`src/rtl/jep_pkg.sv`:
```
package jep_pkg;

  // Field widths of the item and result beats
  localparam int unsigned RING_W  = 7;
  localparam int unsigned STEP_W  = 8;
  localparam int unsigned LABEL_W = 7;

endpackage

```
`src/rtl/jep_ring_ram.sv`:
```
module jep_ring_ram #(
  parameter int unsigned DEPTH = 64
) (
  input  logic                       clk,
  input  logic                       wr_en,
  input  logic [$clog2(DEPTH)-1:0]   wr_addr,
  input  logic [$clog2(DEPTH)-1:0]   wr_data,
  input  logic [$clog2(DEPTH)-1:0]   rd_addr,
  output logic [$clog2(DEPTH)-1:0]   rd_data
);

  localparam int unsigned ADDR_W = $clog2(DEPTH);

  logic [ADDR_W-1:0] mem [DEPTH];
  logic [ADDR_W-1:0] rd_data_r;

  always_ff @(posedge clk) begin
    if (wr_en) begin
      mem[wr_addr] <= wr_data;
    end
  end

  always_ff @(posedge clk) begin
    rd_data_r <= mem[rd_addr];
  end

  assign rd_data = rd_data_r;

endmodule

```
`src/rtl/josephus_elimination_order_top.sv`:
```
// Channel  | Ports                                   | Beat
// ---------+-----------------------------------------+----------------------------
// in       | in_valid, in_stall, in_ring_count,      | one ring: size n, step m
//          | in_step_count                           |
// out      | out_valid, out_stall, out_label,        | one removed label; survivor
//          | out_last                                | carries out_last
//
// Order of work: the sequencer first builds the ring in the store, one
// write per member, then for each of the n - 1 removals issues one read,
// makes m pointer hops (0 counts as 1) and relinks around the victim.
// The single read port of the ring store allows one hop per cycle.
// Reset (rst_n low, synchronous) returns the sequencer to idle and empties
// the output register. in_stall is high for the whole item; a stalled
// output beat holds the sequencer once its next beat is due, until taken.
module josephus_elimination_order_top #(
  parameter int unsigned RING_SIZE = 64
) (
  input  logic                          clk,
  input  logic                          rst_n,
  input  logic                          in_valid,
  output logic                          in_stall,
  input  logic [jep_pkg::RING_W-1:0]    in_ring_count,
  input  logic [jep_pkg::STEP_W-1:0]    in_step_count,
  output logic                          out_valid,
  input  logic                          out_stall,
  output logic [jep_pkg::LABEL_W-1:0]   out_label,
  output logic                          out_last
);

  import jep_pkg::*;

  localparam int unsigned IDX_W = $clog2(RING_SIZE);
  localparam int unsigned CNT_W = $clog2(RING_SIZE + 1);

  localparam logic [2:0] ST_IDLE = 3'd0;
  localparam logic [2:0] ST_FILL = 3'd1;
  localparam logic [2:0] ST_RD   = 3'd2;
  localparam logic [2:0] ST_WALK = 3'd3;
  localparam logic [2:0] ST_LINK = 3'd4;
  localparam logic [2:0] ST_LAST = 3'd5;

  logic [2:0]         state_r, state_nxt;
  logic [CNT_W-1:0]   ring_n_r, ring_n_nxt;
  logic [CNT_W-1:0]   rem_r, rem_nxt;
  logic [IDX_W-1:0]   fill_r, fill_nxt;
  logic [IDX_W-1:0]   pos_r, pos_nxt;
  logic [IDX_W-1:0]   victim_r, victim_nxt;
  logic [STEP_W-1:0]  step_hops_r, step_hops_nxt;
  logic [STEP_W-1:0]  hops_r, hops_nxt;

  logic               out_valid_r, out_valid_nxt;
  logic [LABEL_W-1:0] out_label_r, out_label_nxt;
  logic               out_last_r, out_last_nxt;

  logic               in_take;
  logic               out_free;
  logic [RING_W-1:0]  ring_sat;
  logic [IDX_W-1:0]   last_idx;

  logic               wr_en;
  logic [IDX_W-1:0]   wr_addr;
  logic [IDX_W-1:0]   wr_data;
  logic [IDX_W-1:0]   rd_addr;
  logic [IDX_W-1:0]   rd_data;

  jep_ring_ram #(
    .DEPTH (RING_SIZE)
  ) u_ring (
    .clk     (clk),
    .wr_en   (wr_en),
    .wr_addr (wr_addr),
    .wr_data (wr_data),
    .rd_addr (rd_addr),
    .rd_data (rd_data)
  );

  assign in_stall = (state_r != ST_IDLE);
  assign in_take  = in_valid && !in_stall;
  assign out_free = !out_valid_r || !out_stall;
  assign ring_sat = (in_ring_count > RING_W'(RING_SIZE)) ? RING_W'(RING_SIZE) : in_ring_count;
  assign last_idx = IDX_W'(ring_n_r - CNT_W'(1));

  always_comb begin
    state_nxt     = state_r;
    ring_n_nxt    = ring_n_r;
    rem_nxt       = rem_r;
    fill_nxt      = fill_r;
    pos_nxt       = pos_r;
    victim_nxt    = victim_r;
    step_hops_nxt = step_hops_r;
    hops_nxt      = hops_r;
    out_valid_nxt = out_valid_r && out_stall;
    out_label_nxt = out_label_r;
    out_last_nxt  = out_last_r;
    wr_en         = 1'b0;
    wr_addr       = fill_r;
    wr_data       = (fill_r == last_idx) ? '0 : IDX_W'(fill_r + IDX_W'(1));
    rd_addr       = pos_r;

    case (state_r)
      ST_IDLE: begin
        if (in_take && (ring_sat != '0)) begin
          ring_n_nxt    = CNT_W'(ring_sat);
          fill_nxt      = '0;
          step_hops_nxt = (in_step_count == '0) ? '0 : in_step_count - STEP_W'(1);
          state_nxt     = ST_FILL;
        end
      end
      ST_FILL: begin
        wr_en = 1'b1;
        if (fill_r == last_idx) begin
          pos_nxt   = last_idx;
          rem_nxt   = ring_n_r;
          state_nxt = (ring_n_r == CNT_W'(1)) ? ST_LAST : ST_RD;
        end else begin
          fill_nxt = IDX_W'(fill_r + IDX_W'(1));
        end
      end
      ST_RD: begin
        rd_addr   = pos_r;
        hops_nxt  = step_hops_r;
        state_nxt = ST_WALK;
      end
      ST_WALK: begin
        // rd_data holds the successor of pos_r; chase it either way
        rd_addr = rd_data;
        if (hops_r != '0) begin
          pos_nxt  = rd_data;
          hops_nxt = hops_r - STEP_W'(1);
        end else begin
          victim_nxt = rd_data;
          state_nxt  = ST_LINK;
        end
      end
      ST_LINK: begin
        // keep reading the victim's successor while the output is held
        rd_addr = victim_r;
        if (out_free) begin
          wr_en         = 1'b1;
          wr_addr       = pos_r;
          wr_data       = rd_data;
          out_valid_nxt = 1'b1;
          out_label_nxt = LABEL_W'(victim_r) + LABEL_W'(1);
          out_last_nxt  = 1'b0;
          rem_nxt       = rem_r - CNT_W'(1);
          state_nxt     = (rem_r == CNT_W'(2)) ? ST_LAST : ST_RD;
        end
      end
      ST_LAST: begin
        if (out_free) begin
          out_valid_nxt = 1'b1;
          out_label_nxt = LABEL_W'(pos_r) + LABEL_W'(1);
          out_last_nxt  = 1'b1;
          rem_nxt       = '0;
          state_nxt     = ST_IDLE;
        end
      end
      default: begin
        state_nxt = ST_IDLE;
      end
    endcase
  end

  always_ff @(posedge clk) begin
    if (!rst_n) begin
      state_r     <= ST_IDLE;
      out_valid_r <= 1'b0;
      rem_r       <= '0;
      pos_r       <= '0;
    end else begin
      state_r     <= state_nxt;
      out_valid_r <= out_valid_nxt;
      rem_r       <= rem_nxt;
      pos_r       <= pos_nxt;
    end
  end

  always_ff @(posedge clk) begin
    ring_n_r    <= ring_n_nxt;
    fill_r      <= fill_nxt;
    victim_r    <= victim_nxt;
    step_hops_r <= step_hops_nxt;
    hops_r      <= hops_nxt;
    out_label_r <= out_label_nxt;
    out_last_r  <= out_last_nxt;
  end

  assign out_valid = out_valid_r;
  assign out_label = out_label_r;
  assign out_last  = out_last_r;

endmodule

```
`config.mk`:
```
export PLATFORM = sky130hd
export DESIGN_NAME = josephus_elimination_order_top
export DESIGN_NICKNAME = d
export VERILOG_FILES = /design/src/rtl/jep_pkg.sv /design/src/rtl/jep_ring_ram.sv /design/src/rtl/josephus_elimination_order_top.sv
export SDC_FILE = /design/constraint.sdc
export NUM_CORES = 1
export LEC_CHECK = 0
export BUFFER_PORTS_ARGS = -buffer_cell sky130_fd_sc_hd__buf_4
export CAP_MARGIN = 20
export CORE_MARGIN = 10
export CORE_UTILIZATION = 30
export CTS_BUF_LIST = sky130_fd_sc_hd__clkbuf_4 sky130_fd_sc_hd__clkbuf_8
export CTS_CLUSTER_SIZE = 8
export DETAILED_ROUTE_END_ITERATION = 8
export GPL_TIMING_DRIVEN = 0
export SYNTH_ARGS = -nofsm -noshare
export SYNTH_HDL_FRONTEND = slang
export SYNTH_HIERARCHICAL = 1
export SYNTH_SLANG_ARGS = --single-unit
```
`constraint.sdc`:
```
create_clock -name clk -period 12.6 [get_ports clk]
set_input_delay 1.26 -clock clk [delete_from_list [all_inputs] [get_ports clk]]
set_output_delay 1.26 -clock clk [all_outputs]
set_load 0.005 [all_outputs]
```
=== Yosys cells after proc, flatten, opt, wreduce, memory -nomap -nowiden ===
Memory sizes are Yosys's and may differ from the RTL's. A register that Yosys moved wholly into a read port is not among the register bits.
Cells that the tools add are included.

* Bits of input ports: 19
* Memories kept: 1
* Memory bits (writable): 384
* Logic and storage cells: 101
* Output and inout port bits: 10
* Bits in registers: 60

* Equality and inequality tests: 15
* Reduce and logical (&&, ||, !) cells: 26
* Bitwise operators: 1
* Muxes and demuxes: 39
* Add/sub/neg operators: 7
* Order comparisons: 1

{| class="wikitable"
|+ Memories
! memory !! words !! bits a word !! read ports !! clocked after Yosys merged registers in !! write ports !! RTL line !! text
|-
| u_ring.mem || 64 || 6 || 1 || 1 || 1 || jep_ring_ram.sv:14 || <nowiki>logic [ADDR_W-1:0] mem [DEPTH];</nowiki>
|}

{| class="wikitable"
|+ Operators by type and width
! operator !! count
|-
| 6-bit 2-to-1 mux || 9
|-
| 7-bit 2-to-1 mux || 6
|-
| 6-bit one-hot mux with 2 select lines || 3
|-
| 3-bit 2-to-1 mux || 7
|-
| 7-bit one-hot mux with 3 select lines || 1
|-
| 3-bit one-hot mux with 6 select lines || 1
|-
| 8-bit one-hot mux with 2 select lines || 1
|-
| 8-bit by 1-bit subtractor with 8-bit output (second input constant) || 2
|-
| 6-bit by 1-bit adder with 7-bit output (second input constant) || 2
|-
| 2-bit != test (second input constant) || 7
|-
| 7-bit one-hot mux with 2 select lines || 1
|-
| 3-bit AND reduction || 3
|-
| 8-bit logical NOT || 1
|-
| 8-bit 2-to-1 mux || 1
|-
| 2-bit nonzero test || 4
|-
| 8-bit nonzero test || 1
|-
| 7-bit by 1-bit equality test with 1-bit output (second input constant) || 1
|-
| 7-bit by 2-bit equality test with 1-bit output (second input constant) || 1
|-
| 7-bit > comparator (second input constant) || 1
|-
| 1-bit 2-to-1 mux || 7
|-
| 7-bit nonzero test || 1
|-
| 7-bit by 1-bit subtractor with 7-bit output (second input constant) || 1
|-
| 6-bit by 1-bit adder with 6-bit output (second input constant) || 1
|-
| 3-bit by 2-bit equality test with 1-bit output (second input constant) || 2
|-
| 15 further kinds || 24
|}

=== Depth between registers and ports, before layout ===
Gate-level depths: netlist of the first run.

* Depth in word-level cells: 6
* Mapped depth: 13
* Depth with buffers taken out: 9

=== Cells and area by module ===
Netlist of the first run, hierarchy kept.

{| class="wikitable"
|+ By module, submodules not included
! module !! area each (um^2) !! seq. area each (um^2) !! instances !! cells each
|-
| jep_ring_ram || 15225.9 || 11651.2 || 1 || 720
|-
| josephus_elimination_order_top || 3627.2 || 1631.6 || 1 || 383
|}

=== Worst setup path before layout of the first run ===
No wires, ideal clock.

* Path type: input -> register
* Start point: in out_stall
* End point: mem u_ring/mem[0][2] (netlist name) (data pin)
* Required time: 11898 ps
* Path slack: 7685 ps
* Cell stages on the path: 4
* Library setup time: 702 ps
* Data arrival time: 4213 ps
* Path buffers: 0
* Cells stage by stage: nand2_1 nand2_1 o21ai_1 o21ai_0

* Longest elaborated chain between the ends: 4

{| class="wikitable"
|+ RTL lines
! item !! RTL line !! text
|-
| from (decl) || josephus_elimination_order_top.sv:25 || <nowiki>input logic out_stall,</nowiki>
|-
| 1-bit logical NOT || josephus_elimination_order_top.sv:79 || <nowiki>assign out_free = !out_valid_r || !out_stall;</nowiki>
|-
| 1-bit logical OR || josephus_elimination_order_top.sv:79 ||
|-
| 6-bit 2-to-1 mux || josephus_elimination_order_top.sv:138 || <nowiki>if (out_free) begin</nowiki>
|-
| 6-bit 2-to-1 mux || josephus_elimination_order_top.sv:100 || <nowiki>case (state_r)</nowiki>
|-
| via wr_data[2] || josephus_elimination_order_top.sv:62 || <nowiki>logic [IDX_W-1:0] wr_data;</nowiki>
|-
| to (decl) || jep_ring_ram.sv:14 ||
|}

The timed path passes the listed nets, and every way through them passes these cells.

=== Worst setup path in the final report of the first run ===
* Start point: reg state_r[0]
* End point: reg u_ring.rd_data_r[2], in the netlist u_ring/rd_data[2] (read register of u_ring.mem)

* Longest elaborated chain between the ends: 2
* Elaborated cells on any way between the ends: 3
* Classes of those cells: eq/ne (2); mux (1)

{| class="wikitable"
|+ RTL lines
! item !! RTL line !! text
|-
| from (decl) || josephus_elimination_order_top.sv:42 || <nowiki>logic [2:0] state_r, state_nxt;</nowiki>
|-
| from (signal assigned) || josephus_elimination_order_top.sv:171 || <nowiki>state_r <= state_nxt;</nowiki>
|-
| 3-bit equality test or 3-bit by 2-bit equality test with 1-bit output (tied branches) || josephus_elimination_order_top.sv:100 ||
|-
| 6-bit one-hot mux with 2 select lines (*) || josephus_elimination_order_top.sv:100 ||
|-
| via rd_addr[1] || josephus_elimination_order_top.sv:63 || <nowiki>logic [IDX_W-1:0] rd_addr;</nowiki>
|-
| to (decl) || jep_ring_ram.sv:15 || <nowiki>logic [ADDR_W-1:0] rd_data_r;</nowiki>
|}

Mark *: on every way through the listed nets, which the timed path passes. The rest lies on a longest branch.
A chain may end at the register's enable or synchronous reset.

==> results.md, run 1 <==
- Status: complete, no violations
- RSZ-0062 raised after global routing: no
- Hold Path Class: register to register
- Number of DRC violations after detailed-routing iteration 0: 1,057
- Number of hold buffers added after CTS: 0
- Post-synth ARST share: 0
- Post-cts sizing count: 0
- Later-pin clock latency in the skew report: 0.63 ns
- Synth Flop Type: edfxtp_1
- Power per Cell Area: 196 mW/mm²
- Final instance area: 0.0217 mm²
- GRT Max-Usage Layer: met2
- Final WL: 46,000 µm
- DRT Pass-1 Iters: 5
- Syn_nets: 1,131
- Share of layout cells above drive strength 1: 0.239
- Mapped Area: 0.0189 mm²
- Largest family of logic cells by synthesized area: multiplexers
- Syn Inst Count: 1,103
- Antenna violations before repair: 2
- DR WL/cell: 21.9 µm
- Die Wd: 271 µm
- Final nets: 1,244
- Leak: 6.83 nW
- CP Launch Type: register
- Worst EP arrival: 4.81 ns
- DR DRC count: 0
- H-Tree Depth: 3
- Total global routing overflow: 0
- Post-synth EDFFs: 427
- P&R area growth vs syn: 15.2%
- Adder-cell share of the synthesized area: 0.00597
- Max-cap violation count: 0
- Worst Clk Skew: 0.0349 ns
- Mux cell area share after synthesis: 0.134
- Met1 usage: 0.159
- Worst slack, placed: 8.13 ns
- Crit Path Max Fanout: 10
- Most common cell after layout, fill and taps aside: edfxtp_1
- M2 GR Usage: 0.201
- Met3 Use GR: 0.0232
- Die height: 271 µm
- GRT Util Overall: 0.124
- Core footprint: 0.0619 mm²
- Seq cells post-synth: 450
- Global placement routability congestion: 0.853
- Setup TNS: 0 ns
- Hold Vio Cnt, Final: 0
- Kind of critical path: register to register
- Post-layout min period: 4.32 ns
- Critical Path End Type: register
- Number of I/O port buffers: 27
- Final period util: 0.343
- Initial Util: 0.304
- Synth unique cells: 65
- Fmax: 231 MHz
- Post-Synth Simple-Gate Area: 0.0743
- Total Power: 4.26 mW
- Peak supply drop: 0.000111 V
- Final WS setup: 8.28 ns
- Root Driver: clkbuf_8
- Vias/cell: 5.04
- Largest net degree at the start of global routing: 45
- Reg clk slew, reported paths: 0.06 ns
- XOR/XNOR share of the synthesized area: 0.0130
- Placed Area: 0.0204 mm²
- Post-synthesis compound-gate area fraction: 0.0475
- Most frequent cells in the layout: edfxtp_1 (427), nor2_1 (98), mux4_2 (87)
- I/O pin count: 29
- Setup-failing EPs final: 0
- First-pass GRT wire length: 68,600 µm
- Total CTS buffers: 73
- Required @ worst endpoint: 13.09 ns
- Seq/Total Area, Yosys: 0.705
- ANT nets after route: 0
- Least-Margin Pin Slew: 0.997 ns
- CTS tree: built
- Maximum root-to-sink buffer count: 3
- FP Rows: 91
- Num Clock Sinks: 450
- Warnings from Yosys: 6
- Post-CTS Setup Bufs: 0
- R2R Setup Slk: 8.28 ns
- Die area: 0.0733 mm²
- Total number of vias: 10,600
- Slew headroom: 0.335
- Vias in the first global route: 10,800
- Detailed placer's ending HPWL: 30,400 µm
- Avg Cell Area, Syn: 17.1 µm²
- Fin. max-slew vios: 0
[state kept, by name, indices dropped and copies added (netlist names), 7 cells and up]
| name | flops |
|---|---|
| u_ring/mem | 384 |
| hops_r | 8 |
| step_hops_r | 8 |
| out_label | 7 |
| rem_r | 7 |
| ring_n_r | 7 |
[cells by family (layout without fill, tap and decap cells)]
kind of cell,Yosys count,after routing
flops,450,450
simple gates,289,289
mux,133,133
compound gates,122,122
buf+inv,72,230
xor+xnor,28,28
fa+ha+maj,9,9
other cells,0,1
[synthesized netlist by cell type (all sizes together) (7+ instances only)]
cell | n | area, µm²
edfxtp | 427 | 12800
nor2 | 98 | 368
mux4 | 93 | 2120
nand2 | 78 | 295
o21ai | 35 | 175
buf | 32 | 239
mux2i | 31 | 310
clkbuf | 24 | 90.1
dfxtp | 23 | 460
nand3 | 22 | 110
xnor2 | 18 | 158
inv | 16 | 60.1
nor2b | 16 | 108
nor3 | 16 | 90.1
o22ai | 15 | 100
a21oi | 14 | 70.1
xor2 | 10 | 87.6
and2 | 9 | 56.3
ha | 9 | 113
mux2 | 9 | 101
o221ai | 9 | 78.8
a211oi | 7 | 52.6
nand2b | 7 | 43.8
nand3b | 7 | 52.6
o22a | 7 | 61.3
[worst max-delay path, cell delays in order, from the launching register on]
cell,delay (ns)
dfxtp_1,0.30
buf_2,0.23
inv_1,0.13
nor3b_1,0.46
buf_2,0.32
and2_1,0.18
a221o_1,0.11
clkbuf_1,0.40
clkbuf_1,0.80
mux4_2,0.43
mux2i_1,0.30
a21oi_1,0.18
a32o_1,0.32
[cell type report]
cell class                 count  area [µm²]
clock buffer                 103        1240
clock inverter                17        92.6
antenna                        1        2.50
multi-input combinational    581        5250
sequential                   450       13300
timing repair buffer          38         415
fill                        5905       40200
tap                          837        1050
inverter                      16        60.1
buffer                        56         329
[path summary, 6_finish.rpt]
path | startpoint | to | cells after the start
max | state_r[0]$_SDFFE_PN0P_ | u_ring/rd_data[2]$_DFF_P_ | 12
min | rem_r[6]$_SDFFE_PN0P_ | rem_r[6]$_SDFFE_PN0P_ | 2
max reg2reg | state_r[0]$_SDFFE_PN0P_ | u_ring/rd_data[2]$_DFF_P_ | 12
min reg2reg | rem_r[6]$_SDFFE_PN0P_ | rem_r[6]$_SDFFE_PN0P_ | 2
[through the flow]
step                utilization  hold WS, ns  cells
finish                    0.351        0.487   2099
global route              0.351        0.507   2099
global placement          0.325        0.480   1967
CTS                       0.351        0.485   2097
detailed placement        0.329        0.475   1977
floorplan                     -        0.422   1103
[per-layer routing]
metal / vias up / wire [µm]
li1: 4618 / -
met1: 5495 / 19500
met2: 375 / 22300
met3: 84 / 2810
met4: 0 / 1350
met5: - / 0
[power by group]
part | internal, mW | switching (mW) | leakage (nW)
logic | 0.335 | 0.702 | 2.06
clock network | 0.632 | 0.550 | 0.709
registers | 1.99 | 0.0456 | 4.06
Power figures use the tool's default switching activity.
==> run 2, diff against run 1 <==
- ABC_AREA: not set -> 1
- clock period: 12.6 -> 3.9 ns (I/O delays scaled with it)
==> run 2 against run 1 <==
The run now ends with setup timing left. Clock skew is 0.0085 ns lower. Power grew to 4.9 times the previous value. Clock power rose to 3.6 times the previous value. Core utilization increased by 0.25 points. Flip-flop and latch count stayed put. Fmax is 9.6% higher. First-iteration DRC count is 56% higher. Wire length increased by 25%. Critical endpoint is now u_ring/mem[61][2]$_DFFE_PP_.
==> results.md, run 2 <==
- Initial Util: 0.304 (about the same)
- Slew headroom: 0.376 (was 0.335)
- Total number of vias: 14,400 (was 10,600)
- Post-synth ARST share: 0 (unchanged)
- Critical Path End Type: register (unchanged)
- FP Rows: 93 (was 91)
- Antenna violations before repair: 1 (was 2)
- Total global routing overflow: 0 (unchanged)
- Synth Flop Type: edfxtp_1 (unchanged)
- DR DRC count: 0 (unchanged)
- Peak supply drop: 0.000839 V (was 0.000111 V)
- Worst EP arrival: 4.23 ns (was 4.81 ns)
- Die Wd: 276 µm (was 271 µm)
- Final WS setup: -0.0418 ns (was 8.28 ns)
- Crit Path Max Fanout: 10 (unchanged)
- Global placement routability congestion: 0.917 (was 0.853)
- DR WL/cell: 19.9 µm (was 21.9 µm)
- Mapped Area: 0.0196 mm² (was 0.0189 mm²)
- Failing checks: setup timing
- Syn Inst Count: 1,860 (was 1,103)
- Top cell type's share of synthesized area: 0.654 (was 0.680)
- Die area: 0.0760 mm² (was 0.0733 mm²)
- Reg clk slew, reported paths: 0.06 ns (about the same)
- Kind of critical path: register to register (unchanged)
- Final core occ: 0.353 (was 0.351)
- Required @ worst endpoint: 4.19 ns (was 13.09 ns)
- DP Cell Count: 2,756 (was 1,977)
- Post-synth top area cell: edfxtp_1 (unchanged)
- I/O pin count: 29 (unchanged)
- Placed Area: 0.0211 mm² (was 0.0204 mm²)
- Max-cap violation count: 0 (unchanged)
- Worst slack, placed: -0.348 ns (was 8.13 ns)
- Post-synth top cells: nand2_1 (599), edfxtp_1 (427), nand3_1 (367) (was edfxtp_1 (427), nor2_1 (98), mux4_2 (87))
- Worst Clk Skew: 0.0265 ns (was 0.0349 ns)
- Later-pin clock latency in the skew report: 0.66 ns (was 0.63 ns)
- Setup TNS: -0.207 ns (was 0 ns)
- P&R area growth vs syn: 16.3% (was 15.2%)
- Power per Cell Area: 918 mW/mm² (was 196 mW/mm²)
- Most frequent cell after synthesis: nand2_1 (was edfxtp_1)
- CTS tree: built (unchanged)
- Vias/cell: 4.97 (was 5.04)
- Number of I/O port buffers: 28 (was 27)
- Total Power: 20.9 mW (was 4.26 mW)
- Final instance area: 0.0228 mm² (was 0.0217 mm²)
- Core footprint: 0.0646 mm² (was 0.0619 mm²)
- Hold_ws: 0.0444 ns (was 0.487 ns)
- Total CTS buffers: 77 (was 73)
- Maximum root-to-sink buffer count: 3 (unchanged)
- Most common cell after layout, fill and taps aside: nand2_1 (was edfxtp_1)
- DRT Pass-1 Iters: 5 (unchanged)
- Hold Vio Cnt, Final: 0 (unchanged)
- Largest register by flop count: u_ring/mem (unchanged)
- Fmax: 254 MHz (was 231 MHz)
- CP Launch Type: register (unchanged)
- Final period util: 1.01 (was 0.343)
- Number of DRC violations after detailed-routing iteration 0: 1,649 (was 1,057)
- Final WL: 57,700 µm (was 46,000 µm)
- Largest net degree at the start of global routing: 65 (was 45)
- Largest regs: u_ring/mem (384), hops_r (8), step_hops_r (8) (unchanged)
- Post-synth EDFFs: 427 (unchanged)
- GRT Util Overall: 0.150 (was 0.124)
- Fin. max-slew vios: 0 (unchanged)
- Dominant cells by area after synthesis: edfxtp_1 (65%), nand2_1 (11%), nand3_1 (9.4%) (was edfxtp_1 (68%), mux4_2 (10%), dfxtp_1 (2.4%))
- Vias in the first global route: 14,100 (was 10,800)
- RSZ-0062 raised after global routing: yes (was no)
- Root Driver: clkbuf_8 (unchanged)
- Setup-failing EPs final: 6 (was 0)
- Final nets: 2,017 (was 1,244)
- H-Tree Depth: 3 (unchanged)
- First-pass GRT wire length: 85,500 µm (was 68,600 µm)
- Least-Margin Pin Slew: 0.931 ns (was 0.997 ns)
- Seq cells post-synth: 450 (unchanged)
- Status: finished with violations (was complete, no violations)
- Die height: 276 µm (was 271 µm)
- ANT nets after route: 0 (unchanged)
- Hold Path Class: input pin to register (was register to register)
- Syn_nets: 1,888 (was 1,131)
- Leak: 8.43 nW (was 6.83 nW)
- Seq/Total Area, Yosys: 0.677 (was 0.705)
- Most frequent cells in the layout: nand2_1 (595), edfxtp_1 (427), nand3_1 (367) (was edfxtp_1 (427), nor2_1 (98), mux4_2 (87))
- Detailed placer's ending HPWL: 39,700 µm (was 30,400 µm)
- Warnings from Yosys: 6 (unchanged)
- Max reg flops: 384 (unchanged)
- Num Clock Sinks: 450 (unchanged)
- Synth unique cells: 37 (was 65)
- Share of layout cells above drive strength 1: 0.149 (was 0.239)
- Avg Cell Area, Syn: 10.5 µm² (was 17.1 µm²)
- Post-layout min period: 3.94 ns (was 4.32 ns)
- Final non-filler cell total: 2,899 (was 2,099)
[run 2: final timing paths]
kind,from,to,slack (ns),cells after the start
hold / removal,in_ring_count[1],ring_n_r[1]$_DFFE_PP_,0.04,3
setup reg to reg,state_r[1]$_SDFFE_PN0P_,u_ring/mem[61][2]$_DFFE_PP_,-0.04,11
hold reg to reg,u_ring/rd_data[2]$_DFF_P_,victim_r[2]$_DFFE_PP_,0.45,0
setup / recovery,state_r[1]$_SDFFE_PN0P_,u_ring/mem[61][2]$_DFFE_PP_,-0.04,11
[run 2: logic make-up after synthesis]
| logic type | Yosys count | share of synthesized area |
|---|---|---|
| simple gates | 1147 | 0.252 |
| flops | 450 | 0.677 |
| buf+inv | 181 | 0.0414 |
| compound gates | 58 | 0.0169 |
| xor+xnor | 15 | 0.00670 |
| fa+ha+maj | 9 | 0.00574 |
[run 2: layout make-up]
type	instances	area [µm²]
diodes	1	2.50
plain buffers	92	480
clock buffers	101	1260
clock inverters	32	230
fillers	6417	41800
inverters	88	330
multi-input cells	1229	5690
flip-flops and latches	450	13300
well taps	855	1070
repair buffers	51	460
[run 2: metal layers]
metal,track usage,part of all wire,vias up
met2,0.240,0.47,658
li1,-,-,6682
met4,0.0603,0.031,0
met5,0,0,-
met3,0.0329,0.092,121
met1,0.194,0.41,6935
[run 2: power breakdown]
| part | internal, mW | switching (mW) | leakage [nW] |
|---|---|---|---|
| Sequential | 6.96 | 0.213 | 4.06 |
| Combinational | 2.34 | 7.16 | 3.58 |
| Clock | 2.31 | 1.96 | 0.786 |
[run 2: worst max-delay path, stage by stage, from the launching register on]
cell and delay, ns:
dfxtp_1 0.38, inv_2 0.10, nand2_1 0.06, nor2_1 0.19
inv_2 0.15, nor2_2 0.29, clkbuf_1 0.31, o21ai_0 0.17
clkbuf_1 0.27, inv_1 0.31, nand4_1 0.51, nor2_1 0.81
[run 2: what timing repair did]
| action | CTS | global route |
|---|---|---|
| endpoints found under the hold margin | 6 | 0 |
| hold buffers | 3 | 0 |
| endpoints found under the setup margin | 206 | 204 |
| setup buffers | 4 | 3 |
| pin swaps | 3 | 2 |
| resized for setup | 18 | 21 |
==> run 3, diff against run 2 <==
- PLACE_DENSITY: not set -> 0.5
- clock period: 3.9 -> 4.9 ns (I/O delays scaled with it)
==> run 3 against run 2 <==
The flow now finishes without violations. Setup slack better by 0.48 ns. Final area down 0.89%. Die area stayed put. Critical path depth unchanged. Sequential power fell by 20%. Register-to-register slack improved by 0.48 ns. Critical endpoint is now u_ring/mem[24][4]$_DFFE_PP_. Largest power group unchanged. Highest routed layer unchanged.
==> results.md, run 3 (same netlist as run 2, synthesis figures left out) <==
- Status: complete, no violations (was finished with violations)
- Slew headroom: 0.384 (was 0.376)
- Setup-failing EPs final: 0 (was 6)
- Detailed placer's ending HPWL: 41,000 µm (was 39,700 µm)
- Worst EP arrival: 4.73 ns (was 4.23 ns)
- Total number of vias: 14,200 (was 14,400)
- FF-to-FF End: u_ring/mem[24][4]$_DFFE_PP_ (was u_ring/mem[61][2]$_DFFE_PP_)
- P&R area growth vs syn: 15.3% (was 16.3%)
- I/O pin count: 29 (unchanged)
- First-pass GRT wire length: 88,000 µm (was 85,500 µm)
- DR DRC count: 0 (unchanged)
- Largest net degree at the start of global routing: 65 (unchanged)
- Crit. Startpoint: state_r[1]$_SDFFE_PN0P_ (unchanged)
- Top Metal Used: met4 (unchanged)
- Fmax: 224 MHz (was 254 MHz)
- Met1 WL: 25,800 µm (was 23,600 µm)
- Worst Clk Skew: 0.0331 ns (was 0.0265 ns)
- Antenna Cells: 0 (was 1)
- Kind of critical path: register to register (unchanged)
- R2r startpoint: state_r[1]$_SDFFE_PN0P_ (unchanged)
- Max reg flops: 384 (unchanged)
- RSZ-0062 raised after global routing: no (was yes)
- Maximum root-to-sink buffer count: 3 (unchanged)
- Final period util: 0.910 (was 1.01)
- Hold Vio Cnt, Final: 0 (unchanged)
- Total CTS buffers: 79 (was 77)
- Die Wd: 276 µm (unchanged)
- H-Tree Depth: 3 (unchanged)
- R2R Setup Slk: 0.44 ns (was -0.04 ns)
- Number of I/O port buffers: 28 (unchanged)
- Routed wl met3: 4290 µm (was 5330 µm)
- Largest register by flop count: u_ring/mem (unchanged)
- Most frequent cells in the layout: nand2_1 (595), edfxtp_1 (427), nand3_1 (367) (unchanged)
- CTS tree: built (unchanged)
- Peak supply drop: 0.000439 V (was 0.000839 V)
- Hold Path Class: input pin to register (unchanged)
- Post-CTS Setup Bufs: 0 (was 4)
- Die area: 0.0760 mm² (unchanged)
- Antenna violations before repair: 1 (unchanged)
- Most common cell after layout, fill and taps aside: nand2_1 (unchanged)
- Final WL: 59,300 µm (was 57,700 µm)
- Hold_ws: 0.116 ns (was 0.0444 ns)
- # fillers: 6,514 (was 6,417)
- Final instance area: 0.0226 mm² (was 0.0228 mm²)
- Leak: 8.36 nW (was 8.43 nW)
- Final nets: 2,010 (was 2,017)
- Fin. max-slew vios: 0 (unchanged)
- Reg clk slew, reported paths: 0.06 ns (about the same)
- DRT Pass-1 Iters: 5 (unchanged)
- Largest regs: u_ring/mem (384), hops_r (8), step_hops_r (8) (unchanged)
- Share of layout cells above drive strength 1: 0.125 (was 0.149)
- Post-layout min period: 4.46 ns (was 3.94 ns)
- Critical Path End Type: register (unchanged)
- Global placement routability congestion: 0.922 (was 0.917)
- CP endpoint: u_ring/mem[24][4]$_DFFE_PP_ (was u_ring/mem[61][2]$_DFFE_PP_)
- Max-cap violation count: 0 (unchanged)
- GRT Util Overall: 0.155 (was 0.150)
- Required @ worst endpoint: 5.17 ns (was 4.19 ns)
- Least-Margin Pin Slew: 0.921 ns (was 0.931 ns)
- Number of hold buffers added after CTS: 0 (was 3)
- Root Driver: clkbuf_8 (unchanged)
- Power per Cell Area: 733 mW/mm² (was 918 mW/mm²)
- Vias in the first global route: 13,800 (was 14,100)
- DR WL/cell: 20.5 µm (was 19.9 µm)
- Crit Path Max Fanout: 10 (unchanged)
- Core footprint: 0.0646 mm² (unchanged)
- Reg2Reg Depth: 11 (unchanged)
- Post-cts sizing count: 0 (was 18)
- Routed wl met2: 27,600 µm (was 26,900 µm)
- Initial Util: 0.304 (unchanged)
- FP Rows: 93 (unchanged)
- Later-pin clock latency in the skew report: 0.66 ns (about the same)
- CP Launch Type: register (unchanged)
- Vias/cell: 4.91 (was 4.97)
- Die height: 276 µm (unchanged)
- Placed Area: 0.0211 mm² (unchanged)
- Num Clock Sinks: 450 (unchanged)
- ANT nets after route: 0 (unchanged)
- Total global routing overflow: 0 (unchanged)
- Number of DRC violations after detailed-routing iteration 0: 1,228 (was 1,649)
## run 3: cell types whose count changed in the layout (fill, tap and decap cells not counted), sizes merged
cell and change:
bufinv -2, diode -1, buf -5, dlygate4sd3 -3
clkinv +7
## run 3: layout make-up
class	count	area [µm²]	share of cell area
Inverter	88	330	0.0146
Tap cell	855	1070	0.0473
Clock inverter	37	190	0.00841
Sequential cell	450	13300	0.588
Buffer	93	480	0.0213
Timing Repair Buffer	41	378	0.0167
Multi-Input combinational cell	1229	5600	0.248
Clock buffer	102	1280	0.0566
## run 3: per-layer routing
metal  vias to the layer above  GRT usage
met5                         -          0
li1                       6680          -
met2                       500      0.248
met3                        81     0.0310
met4                         0     0.0587
met1                      6955      0.205
## run 3: how the worst min path moves through the flow
stage                                    startpoint               endpoint  slack, ns  depth (start not counted)
after global routing                          rst_n  pos_r[5]$_SDFFE_PN0P_       0.11                          3
final                                         rst_n  rem_r[6]$_SDFFE_PN0P_       0.12                          3
after CTS                                     rst_n  rem_r[6]$_SDFFE_PN0P_       0.06                          3
after floorplan           u_ring/rd_data[2]$_DFF_P_  victim_r[2]$_DFFE_PP_       0.41                          0
after detailed placement  u_ring/rd_data[2]$_DFF_P_  victim_r[2]$_DFFE_PP_       0.43                          0
after global placement    u_ring/rd_data[2]$_DFF_P_  victim_r[2]$_DFFE_PP_       0.42                          0
## run 3: critical path, stage by stage, from the launching register on
cell and delay, ns:
dfxtp_1 0.38, inv_2 0.10, nand2_1 0.07, nor2_1 0.20, inv_2 0.16, nor2_2 0.31
clkbuf_1 0.33, o21ai_0 0.20, clkbuf_1 0.26, inv_1 0.30, nand4_1 0.78, nor2_1 0.96
## run 3: stage by stage
stage               TNS, ns  cells   util  setup WS, ns  total power [mW]
floorplan                 0   1860      -         0.539              10.0
global placement    -287.05   2743  0.323         -4.49              12.9
detailed placement        0   2756  0.327         0.596              13.3
CTS                       0   2895  0.350         0.571              16.6
global route              0   2895  0.350         0.314              17.5
finish                    0   2895  0.350         0.443              16.6
## run 3: power breakdown
| group | leakage (nW) | internal (mW) | total, mW | switching, mW |
|---|---|---|---|---|
| sequential | 4.06 | 5.54 | 5.71 | 0.171 |
| clock | 0.767 | 1.75 | 3.30 | 1.55 |
| combinational | 3.53 | 1.83 | 7.56 | 5.73 |
